`src/rtl/tsr_pkg.sv`:
```
// ----------------------------------------------------------------------------
// TCP timestamp rewriter package
// Item types for the packet byte channel and the result channel, and the
// protocol constants used while walking the headers.
// ----------------------------------------------------------------------------
package tsr_pkg;

  typedef struct packed {
    logic [7:0]  pkt_byte;
    logic        first_byte;
    logic        last_byte;
    logic        do_measure;
    logic        do_stamp;
    logic [31:0] now_us;
    logic [31:0] echo_replace;
    logic [31:0] new_tsval;
  } in_item_t;

  typedef struct packed {
    logic [7:0]  out_byte;
    logic        out_last;
    logic        ts_found;
    logic [31:0] rtt_us;
  } out_item_t;

  // Header layout and option codes.
  localparam logic [7:0] IP_PROTO_TCP     = 8'd6;
  localparam logic [6:0] IP_PROTO_POS     = 7'd9;
  localparam logic [5:0] IP_HDR_MIN       = 6'd20;
  localparam logic [6:0] TCP_OFFSET_POS   = 7'd12;
  localparam logic [6:0] TCP_OPT_START    = 7'd20;
  localparam logic [5:0] TCP_HDR_MIN_TS   = 6'd30;
  localparam logic [7:0] OPT_KIND_END     = 8'd0;
  localparam logic [7:0] OPT_KIND_NOP     = 8'd1;
  localparam logic [7:0] OPT_KIND_TS      = 8'd8;
  localparam logic [7:0] OPT_LEN_TS       = 8'd10;
  localparam logic [7:0] OPT_LEN_MIN      = 8'd2;
  localparam logic [6:0] POS_MAX          = 7'd127;

endpackage

```
`src/rtl/tsr_parser.sv`:
```
// ----------------------------------------------------------------------------
// TCP timestamp rewriter parser
// Holds the per-packet parse state, which advances only while the enable
// is high, and turns one packet byte into one result item.
// ----------------------------------------------------------------------------
module tsr_parser import tsr_pkg::*; (
  input  logic      clk,
  input  logic      rst,
  input  logic      en,
  input  in_item_t  item,
  output out_item_t result
);

  localparam logic [2:0] PH_WAIT   = 3'd0;
  localparam logic [2:0] PH_KIND   = 3'd1;
  localparam logic [2:0] PH_LEN    = 3'd2;
  localparam logic [2:0] PH_LEN_TS = 3'd3;
  localparam logic [2:0] PH_SKIP   = 3'd4;
  localparam logic [2:0] PH_TS     = 3'd5;
  localparam logic [2:0] PH_DONE   = 3'd6;

  logic [6:0]  pos,       pos_next;
  logic [5:0]  ihl,       ihl_next;
  logic [5:0]  tcp_len,   tcp_len_next;
  logic        is_tcp,    is_tcp_next;
  logic [2:0]  phase,     phase_next;
  logic [6:0]  opt_off,   opt_off_next;
  logic [7:0]  opt_len,   opt_len_next;
  logic [31:0] echo_cap,  echo_cap_next;
  logic        found,     found_next;
  logic [31:0] lat_now,   lat_now_next;
  logic [31:0] lat_echo,  lat_echo_next;
  logic [31:0] lat_tsval, lat_tsval_next;
  logic [1:0]  modes,     modes_next;

  logic [6:0]  t;
  logic [6:0]  k;
  logic [1:0]  sel;
  logic [8:0]  opt_end;
  logic [7:0]  b;

  // Big-endian byte of a 32-bit word, index 0 is the most significant byte.
  function automatic logic [7:0] be_byte(input logic [31:0] v, input logic [1:0] idx);
    logic [7:0] r;
    case (idx)
      2'd0:    r = v[31:24];
      2'd1:    r = v[23:16];
      2'd2:    r = v[15:8];
      default: r = v[7:0];
    endcase
    return r;
  endfunction

  always_comb begin
    b              = item.pkt_byte;
    pos_next       = pos;
    ihl_next       = ihl;
    tcp_len_next   = tcp_len;
    is_tcp_next    = is_tcp;
    phase_next     = phase;
    opt_off_next   = opt_off;
    opt_len_next   = opt_len;
    echo_cap_next  = echo_cap;
    found_next     = found;
    lat_now_next   = lat_now;
    lat_echo_next  = lat_echo;
    lat_tsval_next = lat_tsval;
    modes_next     = modes;
    t              = '0;
    k              = '0;
    sel            = '0;
    opt_end        = '0;
    result.out_byte = b;

    // A first byte starts a fresh packet and samples the per-packet controls.
    if (item.first_byte) begin
      pos_next       = '0;
      ihl_next       = '0;
      tcp_len_next   = '0;
      is_tcp_next    = 1'b0;
      phase_next     = PH_WAIT;
      opt_off_next   = '0;
      opt_len_next   = '0;
      echo_cap_next  = '0;
      found_next     = 1'b0;
      modes_next     = {item.do_measure, item.do_stamp};
      lat_now_next   = item.now_us;
      lat_echo_next  = item.echo_replace;
      lat_tsval_next = item.new_tsval;
    end

    if (pos_next == '0) begin
      ihl_next = {b[3:0], 2'b00};
    end
    if (pos_next == IP_PROTO_POS) begin
      is_tcp_next = (b == IP_PROTO_TCP);
    end

    if (is_tcp_next && ihl_next >= IP_HDR_MIN && pos_next >= {1'b0, ihl_next}
        && phase_next != PH_DONE) begin
      t = pos_next - {1'b0, ihl_next};
      if (t == TCP_OFFSET_POS) begin
        tcp_len_next = {b[7:4], 2'b00};
        if ({b[7:4], 2'b00} < TCP_HDR_MIN_TS) begin
          phase_next = PH_DONE;
        end
      end else if (t >= TCP_OPT_START) begin
        if (t >= {1'b0, tcp_len_next}) begin
          phase_next = PH_DONE;
        end else begin
          if (phase_next == PH_WAIT && t == TCP_OPT_START) begin
            phase_next = PH_KIND;
          end
          unique case (phase_next)
            PH_KIND: begin
              if (b == OPT_KIND_END) begin
                phase_next = PH_DONE;
              end else if (b == OPT_KIND_NOP) begin
                phase_next = PH_KIND;
              end else if ({1'b0, t} + 8'd1 >= {2'b00, tcp_len_next}) begin
                phase_next = PH_DONE;
              end else begin
                opt_off_next = t;
                phase_next   = (b == OPT_KIND_TS) ? PH_LEN_TS : PH_LEN;
              end
            end
            PH_LEN, PH_LEN_TS: begin
              opt_len_next = b;
              opt_end      = {2'b00, opt_off_next} + {1'b0, b};
              if (b < OPT_LEN_MIN || opt_end > {3'b000, tcp_len_next}) begin
                phase_next = PH_DONE;
              end else if (phase_next == PH_LEN_TS && b == OPT_LEN_TS) begin
                phase_next = PH_TS;
              end else if (b == OPT_LEN_MIN) begin
                phase_next = PH_KIND;
              end else begin
                phase_next = PH_SKIP;
              end
            end
            PH_SKIP: begin
              opt_end = {2'b00, opt_off_next} + {1'b0, opt_len_next};
              if ({2'b00, t} + 9'd1 == opt_end) begin
                phase_next = PH_KIND;
              end
            end
            PH_TS: begin
              k   = t - opt_off_next;
              sel = k[1:0] + 2'd2;
              if (k >= 7'd2 && k <= 7'd5) begin
                if (modes_next[0]) begin
                  result.out_byte = be_byte(lat_tsval_next, sel);
                end
              end else if (k >= 7'd6 && k <= 7'd9) begin
                echo_cap_next = {echo_cap_next[23:0], b};
                if (modes_next[1]) begin
                  result.out_byte = be_byte(lat_echo_next, sel);
                end
                if (k == 7'd9) begin
                  found_next = 1'b1;
                  phase_next = PH_DONE;
                end
              end
            end
            default: begin
            end
          endcase
        end
      end
    end

    result.out_last = item.last_byte;
    result.ts_found = item.last_byte & found_next;
    result.rtt_us   = (item.last_byte && found_next && modes_next[1]) ?
                      (lat_now_next - echo_cap_next) : 32'd0;

    // After the last byte the block idles until the next first byte.
    if (item.last_byte) begin
      pos_next      = POS_MAX;
      ihl_next      = '0;
      tcp_len_next  = '0;
      is_tcp_next   = 1'b0;
      phase_next    = PH_DONE;
      opt_off_next  = '0;
      opt_len_next  = '0;
      echo_cap_next = '0;
      found_next    = 1'b0;
    end else if (pos_next < POS_MAX) begin
      pos_next = pos_next + 7'd1;
    end
  end

  always_ff @(posedge clk) begin
    if (rst) begin
      pos       <= '0;
      ihl       <= '0;
      tcp_len   <= '0;
      is_tcp    <= 1'b0;
      phase     <= PH_WAIT;
      opt_off   <= '0;
      opt_len   <= '0;
      echo_cap  <= '0;
      found     <= 1'b0;
      lat_now   <= '0;
      lat_echo  <= '0;
      lat_tsval <= '0;
      modes     <= '0;
    end else if (en) begin
      pos       <= pos_next;
      ihl       <= ihl_next;
      tcp_len   <= tcp_len_next;
      is_tcp    <= is_tcp_next;
      phase     <= phase_next;
      opt_off   <= opt_off_next;
      opt_len   <= opt_len_next;
      echo_cap  <= echo_cap_next;
      found     <= found_next;
      lat_now   <= lat_now_next;
      lat_echo  <= lat_echo_next;
      lat_tsval <= lat_tsval_next;
      modes     <= modes_next;
    end
  end

endmodule

```
`src/rtl/tcp_timestamp_option_rewriter.sv`:
```
// ----------------------------------------------------------------------------
// TCP timestamp option rewriter
// Byte-serial IPv4/TCP parser that rewrites TSval and TSecr in place and
// reports whether a timestamp option was seen and the measured RTT.
// ----------------------------------------------------------------------------
// The block takes one packet byte per item on the pkt channel, starting at
// the IPv4 header, and returns exactly one result item per byte on the res
// channel, in order. It sustains one item per clock while res_ready is high:
// a byte is captured in an input register, the parser updates its
// per-packet state and forms the result combinationally, and the result
// lands in an output register. The input side keeps accepting while a
// result waits, as long as the output register will be freed in the same
// cycle; pkt_ready follows res_ready combinationally.
// The per-packet controls (do_measure, do_stamp, now_us, echo_replace,
// new_tsval) are sampled only on the item that carries first_byte. ts_found
// and rtt_us are meaningful only on the item that carries out_last and are
// zero on every other item. After a last byte, further bytes without
// first_byte pass through untouched.
module tcp_timestamp_option_rewriter import tsr_pkg::*; (
  input  logic      clk,
  input  logic      rst,
  input  logic      pkt_valid,
  output logic      pkt_ready,
  input  in_item_t  pkt,
  output logic      res_valid,
  input  logic      res_ready,
  output out_item_t res
);

  logic      hold_valid;
  in_item_t  hold;
  logic      advance;
  out_item_t parsed;

  // The held item moves on whenever the output register is empty or drains.
  assign advance   = hold_valid && (!res_valid || res_ready);
  assign pkt_ready = !hold_valid || advance;

  always_ff @(posedge clk) begin
    if (rst) begin
      hold_valid <= 1'b0;
    end else if (pkt_ready) begin
      hold_valid <= pkt_valid;
    end
  end

  always_ff @(posedge clk) begin
    if (pkt_ready && pkt_valid) begin
      hold <= pkt;
    end
  end

  tsr_parser u_parser (
    .clk    (clk),
    .rst    (rst),
    .en     (advance),
    .item   (hold),
    .result (parsed)
  );

  always_ff @(posedge clk) begin
    if (rst) begin
      res_valid <= 1'b0;
    end else if (advance) begin
      res_valid <= 1'b1;
    end else if (res_ready) begin
      res_valid <= 1'b0;
    end
  end

  always_ff @(posedge clk) begin
    if (advance) begin
      res <= parsed;
    end
  end

endmodule

```
`config.mk`:
```
export PLATFORM = sky130hd
export DESIGN_NAME = tcp_timestamp_option_rewriter
export DESIGN_NICKNAME = d
export VERILOG_FILES = /design/src/rtl/tsr_pkg.sv /design/src/rtl/tsr_parser.sv /design/src/rtl/tcp_timestamp_option_rewriter.sv
export SDC_FILE = /design/constraint.sdc
export NUM_CORES = 1
export LEC_CHECK = 0
export BUFFER_PORTS_ARGS = -buffer_cell sky130_fd_sc_hd__clkbuf_2
export CAP_MARGIN = 0
export CORE_UTILIZATION = 46
export CTS_CLUSTER_DIAMETER = 150
export DETAILED_ROUTE_END_ITERATION = 7
export SYNTH_ARGS = -nofsm -noshare
export SYNTH_HDL_FRONTEND = slang
export SYNTH_HIERARCHICAL = 1
export SYNTH_SLANG_ARGS = --single-unit
```
`constraint.sdc`:
```
create_clock -name clk -period 17.8 [get_ports clk]
set_clock_uncertainty 0.1 [all_clocks]
set_input_delay 4.45 -clock clk [delete_from_list [all_inputs] [get_ports clk]]
set_output_delay 4.45 -clock clk [all_outputs]
set_load 0.05 [all_outputs]
```
==> metrics.txt, run 1 <==
Worst EP required between 15,000 and 20,000 ps; sequential cell area 7930 sq um; post-synthesis mux area share 9.06%; CP peak stage delay 790 ps; RR Startpoint hold[99]; most common cell after layout, fill and taps aside nand2_1; total track usage 23.3%; top routing layer in use met5; Filler Cell Count 3,309; P_leak 0.00765 uW; endpoint class of the critical path register; cts bufs inserted 37; Worst Setup SP hold[99]; Crit path buffers/inverters 4; Worst slew margin 25.2%; largest net degree at the start of global routing 95; post-CTS setup buffers 0; CP max stage cell xnor2_1; max frequency 0.103 GHz; worst hold stages 2; Synth Instances 1,693; HP Start u_parser/modes[1]; WL/cell 19.1 um; Sink Count 321; Gate power share 16.1%; ANT nets after route 0; synthesis-stage register bit count between 300 and 400; Power Total 1950 uW; ys async rst share 0%; Worst Path Arrival ~9900 ps; core area 36,600 sq um; CTS clock-pin slew for the worst setup and hold paths 60 ps; Final Wtd Congestion 0.903; mapped cell area 17,100 sq um; DR WL met2 19,900 um; full die area 37,900 sq um; setup slack, reg-to-reg about 8000 ps; H-Tree Depth 2; Compound-Gate Fraction of Synth Area 15.6%; grt total ovfl 0; wl on met1 20,500 um; vias per cell between 5 and 6; Synth Area in XOR/XNOR 2.86%; Die Ht 195 um; post-layout min period around 9700 ps; adder-cell area share of the yosys netlist 6.28%; Crit Path Class reg -> reg; initial antenna violation count 6; vias in the first global route 12,600; drc violations 0; critical-path maximum fanout 44; unrepaired setup endpoints after global routing false; # setup viols final 0; internal power 1440 uW; Slew Viols, Final 0; fraction of final layout cells sized beyond drive strength 1 19.0%; CTS tree built; crit start category register; Final TNS setup 0 ps; nets@finish 2,006; WHS Endpoint u_parser/modes[1]; switching power 516 uW; insertion delay to the later sink of the worst-skew pair 560 ps; clock power share 41.7%; post-synthesis average cell area 10.1 sq um; reg2reg end res[28]; number of synthesized flops with an enable pin 150; Root Buffer clkbuf_16; number of library cell types mapped by synthesis between 90 and 100; PwrDens ~100 nW/um^2; cts repair resizes 0; most frequent cells in the layout 215 x nand2_1, 171 x dfxtp_1, 163 x nor2_1, 154 x clkbuf_2, 150 x edfxtp_1; Std-Cell Rows 70; Die Span X around 200 um; Total Wirelength around 44,000 um; hold buffers post-CTS 0; Register-to-Register Path Depth 36; dominant synthesized flop cell dfxtp_1; fin crit share ~54%; sequential share of the synthesized area 46.4%; Fin. Hold Viols 0; max cap viols 0; vias 13,200; total I/O pin count roughly 160; global-route wire length before repair 69,400 um; HPWL Detailed 30,500 um; Ys Warns 6; DRT iter0 DRCs 1,057; post-synthesis net count approximately 1,900; # diodes 0; outcome completed; largest family of logic cells by synthesized area simple AND/OR/NAND/NOR gates; HP Class reg -> reg; area of the multi-input gates 8620 sq um; Tightest Pin Transition 1120 ps; post-synthesis simple-gate area fraction 16.5%; family with the most delay on the worst path compound AO/OA/AOI/OAI gates; peak supply drop 0.0000773 V; Flop pwr share roughly 42%; Sw Share 26.4%; Starting Density 46.7%; WL met3 2840 um; drt first pass iters 5; synthesis-to-layout area growth 14.3%; I/O Buffers 155; clock buffer depth 3
## sequential cells by signal, indices dropped and copies added, names as in the netlist, 8 cells and up
signal / flops
hold: 108
res: 42
u_parser/echo_cap: 32
u_parser/lat_echo: 32
u_parser/lat_now: 32
u_parser/lat_tsval: 32
u_parser/opt_len: 8
## layout make-up
class | count | area share (%)
multi-input cells | 1234 | 44.1
well taps | 468 | 3.00
clock buffers | 58 | 5.51
inverters | 42 | 0.807
repair buffers | 176 | 4.79
clock inverters | 10 | 1.20
flip-flops and latches | 321 | 40.6
## synth_stat cells, drive strengths merged (6+ instances only)
| cell | count | area (sq um) |
|---|---|---|
| o21bai | 8 | 60.1 |
| a22o | 48 | 420 |
| o21ai | 53 | 273 |
| dfxtp | 171 | 3420 |
| xor2 | 12 | 105 |
| nand2 | 216 | 811 |
| a31oi | 17 | 106 |
| nor2b | 39 | 244 |
| and2 | 10 | 66.3 |
| nand3 | 19 | 95.1 |
| nor3b | 15 | 113 |
| a21oi | 128 | 644 |
| edfxtp | 150 | 4500 |
| mux2 | 57 | 642 |
| buf | 27 | 133 |
| mux4 | 30 | 676 |
| nor3 | 52 | 277 |
| nor4 | 6 | 37.5 |
| nand2b | 25 | 156 |
| a211oi | 14 | 110 |
| nor2 | 166 | 633 |
| o31ai | 6 | 45.0 |
| inv | 41 | 154 |
| a21o | 17 | 128 |
| o211ai | 7 | 57.6 |
| or4 | 6 | 45.0 |
| a22oi | 27 | 203 |
| mux2i | 23 | 230 |
| clkbuf | 69 | 259 |
| a211o | 6 | 52.6 |
| o21a | 10 | 75.1 |
| and3 | 10 | 62.6 |
| xnor2 | 36 | 315 |
| nand4 | 9 | 56.3 |
| ha | 77 | 963 |
## per-layer routing
metal | vias up | global-route usage [%]
met5 | - | 0
met4 | 6 | 6.20
met3 | 59 | 5.64
met2 | 390 | 36.1
met1 | 6275 | 32.5
li1 | 6422 | -
## power groups by stage
| stage | combinational (uW) | clock [uW] | sequential (uW) |
|---|---|---|---|
| finish | 314 | 813 | 823 |
| global route | 346 | 858 | 826 |
| CTS | 314 | 836 | 823 |
| detailed placement | 312 | 0 | 838 |
| global placement | 309 | 0 | 838 |
| floorplan | 223 | 0 | 842 |
## logic make-up (layout without fill, tap and decap cells)
logic type	after synthesis	after routing
xor+xnor	51	51
simple gates	597	597
flops	321	321
fa+ha+maj	83	83
mux	110	110
compound gates	393	393
buf+inv	138	286
## worst max path at each step
stage	endpoint	slack [ps]	cells after the start
after detailed placement	res[28]	8250	36
final	res[28]	8110	36
after global placement	pkt_ready	8320	3
after global routing	res[28]	7320	36
after floorplan	pkt_ready	8550	1
after CTS	res[28]	8200	36
## worst register-to-register path, delay by kind of cell, from the launching register on
kind | cells | cell delay (ps)
AOI/OAI and AO/OA | 15 | 4030
DFF | 1 | 380
buffers and inverters | 4 | 700
adders and majority gates | 6 | 1970
xor gates and xnor gates | 2 | 970
and+or+nand+nor | 9 | 1290
## stage by stage
stage / hold WS [ps] / utilization [%] / setup WS, ps / area [sq um] / std cells
3_5_place_dp: 342 / 49.8 / 8250 / 18200 / 2241
4_1_cts: 350 / 53.4 / 8200 / 19500 / 2309
2_1_floorplan: 321 / - / 8550 / 17100 / 1693
3_3_place_gp: 336 / 49.8 / 8320 / 18200 / 2241
5_1_grt: 371 / 53.4 / 7320 / 19500 / 2309
6_report: 348 / 53.4 / 8110 / 19500 / 2309
Power figures use the tool's default switching activity.
==> run 2: changes to the inputs <==
--- a/config.mk
+++ b/config.mk
@@ -10,6 +10,7 @@
 export CORE_UTILIZATION = 46
 export CTS_CLUSTER_DIAMETER = 150
 export DETAILED_ROUTE_END_ITERATION = 7
+export PLACE_DENSITY = 0.67
 export SYNTH_ARGS = -nofsm -noshare
 export SYNTH_HDL_FRONTEND = slang
 export SYNTH_HIERARCHICAL = 1
==> constraint.sdc (replaced) <==
create_clock -name clk -period 7.8 [get_ports clk]
set_clock_uncertainty 0.1 [all_clocks]
set_input_delay 1.95 -clock clk [delete_from_list [all_inputs] [get_ports clk]]
set_output_delay 1.95 -clock clk [all_outputs]
set_load 0.05 [all_outputs]
==> run 2 against run 1 <==
Net effect:
- first-iteration DRC count decreased by 12%
- sequential share of layout area decreased by 1.1 points
- utilization increased by 1.5 points
- sequential cell count unchanged
- combinational power increased to 2.6 times the previous value
- critical path depth unchanged
- critical path type unchanged
- global-route usage increased by 0.25 points
==> metrics.txt, run 2 (synthesized netlist as in run 1, its figures left out) <==
Worst EP required 7970 ps (-10,020 ps); # diodes 0 (unchanged); clock power share 38.3% (-3.4 points); drc violations 0 (unchanged); I/O Buffers 155 (unchanged); Gate power share 18.7% (+2.6 points); peak supply drop 0.000176 V (+130%); PwrDens 218 nW/um^2 (+120%); largest net degree at the start of global routing 81 (-15%); cts bufs inserted 36 (-2.7%); DRT iter0 DRCs 929 (-12%); Root Buffer clkbuf_16; WL/cell 18.9 um (-1.3%); endpoint class of the critical path register; Sink Count 321 (unchanged); critical-path maximum fanout 12 (-73%); Starting Density 46.7% (unchanged); ANT nets after route 0 (unchanged); HP Class reg -> reg; final core utilization 54.8% (+1.5 points); CP endpoint res[26]; Worst Setup SP hold[99]; RR Startpoint hold[99]; fin crit share 96.3% (+42 points); setup ws final 292 ps (-7820 ps); Worst slew margin 26.4% (+1.2 points); Std-Cell Rows 70 (unchanged); internal power 3190 uW (+120%); Die Ht 195 um (unchanged); P_leak 0.00796 uW (+4.0%); initial antenna violation count 2 (-4); core area 36,600 sq um (unchanged); Register-to-Register Path Depth 36 (unchanged); pre-CTS setup slack 220 ps (-8030 ps); outcome completed; CTS tree built; largest registers hold: 108 flops, res: 42 flops; most common cell after layout, fill and taps aside nand2_1; # setup viols final 0 (unchanged); Fin. Hold Viols 0 (unchanged); total I/O pin count 156 (unchanged); Most flops, register hold; number of flip-flops in the largest register 108 (unchanged); Total Wirelength 44,800 um (+1.3%); drt first pass iters 5 (unchanged); Crit Path Class reg -> reg; nets@finish 2,071 (+3.2%); CP peak stage delay 560 ps (-230 ps); switching power 1180 uW (+130%); most frequent cells in the layout 212 x nand2_1, 171 x dfxtp_1, 161 x nor2_1, 154 x clkbuf_2, 150 x edfxtp_1; global-route wire length before repair 70,500 um (+1.5%); insertion delay to the later sink of the worst-skew pair 540 ps (-20 ps); Flop pwr share 43.0% (+0.8 points); max cap viols 0 (unchanged); Filler Cell Count 3,300 (-0.27%); CTS clock-pin slew for the worst setup and hold paths 60 ps (about the same); hold buffers post-CTS 0 (unchanged); Slew Viols, Final 0 (unchanged); synthesis-to-layout area growth 17.5%; Final Wtd Congestion 0.958 (+6.1%); setup slack, reg-to-reg 290 ps (-7820 ps); Die Span X 195 um (unchanged); CP max stage cell or4_1; Sw Share 26.9% (+0.47 points); H-Tree Depth 2 (unchanged); reg2reg end res[26]; fraction of final layout cells sized beyond drive strength 1 23.4% (+4.4 points); full die area 37,900 sq um (unchanged); max frequency 0.133 GHz (+29%); Final TNS setup 0 ps (unchanged); placed cells 2,304 (+2.8%); vias in the first global route 13,200 (+4.6%); total track usage 23.5% (+0.25 points); grt total ovfl 0 (unchanged); Tightest Pin Transition 1100 ps (-17.8 ps); clock buffer depth 3 (unchanged); post-layout min period 7510 ps (-2180 ps); vias per cell 5.75 (+0.90%); HPWL Detailed 31,600 um (+3.6%); crit start category register; vias 13,600 (+3.6%); Worst Path Arrival 7680 ps (-2210 ps); post-route insts no fill 2,371 (+2.7%)
-- run 2: cell types whose count changed in the layout (fill, tap and decap cells not counted), sizes merged --
cell and delta:
buf +66, clkbuf -5, clkinv +5, clkinvlp -1, bufinv -3
-- run 2: worst min path at each step --
stage,startpoint,end,slack (ps),cells past startpoint
floorplan,u_parser/opt_off[6],u_parser/opt_off[6],320,1
global placement,u_parser/opt_off[6],u_parser/opt_off[6],340,1
detailed placement,u_parser/modes[1],u_parser/modes[1],340,2
CTS,u_parser/modes[1],u_parser/modes[1],350,2
global route,u_parser/lat_echo[24],u_parser/lat_echo[24],370,2
finish,u_parser/lat_tsval[28],u_parser/lat_tsval[28],350,2
-- run 2: power by group through the flow --
stage	registers, uW	clock network, uW	logic, uW
global route	1890	1770	892
floorplan	1920	0	523
detailed placement	1910	0	783
global placement	1910	0	772
finish	1880	1670	816
CTS	1880	1710	787
-- run 2: area by class of cell --
class	count	area (sq um)	area share, %
multi-input cells	1234	8800	43.9
flip-flops and latches	321	7930	39.5
repair buffers	242	1450	7.21
clock buffers	53	1020	5.07
well taps	468	586	2.92
inverters	42	158	0.785
clock inverters	11	136	0.679
-- run 2: metrics by stage --
step	hold WS (ps)	total power [uW]	instance area, sq um
6_report	352	4370	20100
5_1_grt	369	4550	20100
4_1_cts	351	4380	20000
3_5_place_dp	342	2700	18800
3_3_place_gp	335	2680	18800
2_1_floorplan	321	2450	17300
-- run 2: worst max-delay path, delay by kind of cell (launching register included) --
kind,cells,cell delay [ps]
compound gates,13,2470
xor+xnor,2,460
fa+ha+maj,5,1170
buf+inv,7,900
flops,1,400
mux,1,350
simple gates,8,1380
-- run 2: routing by layer --
metal | up-vias | share of wire (%) | track usage [%] | wire [um]
met4 | 4 | 3.1 | 9.35 | 1390
met1 | 6532 | 45 | 32.3 | 20300
li1 | 6553 | - | - | -
met2 | 447 | 45 | 36.9 | 20200
met3 | 91 | 6.3 | 4.13 | 2830
met5 | - | 0.051 | 0 | 23
-- run 2: timing repair --
action | 4_1_cts | 5_1_grt
resized for setup | 0 | 27
setup buffers | 0 | 3
setup endpoints to repair | 0 | 15
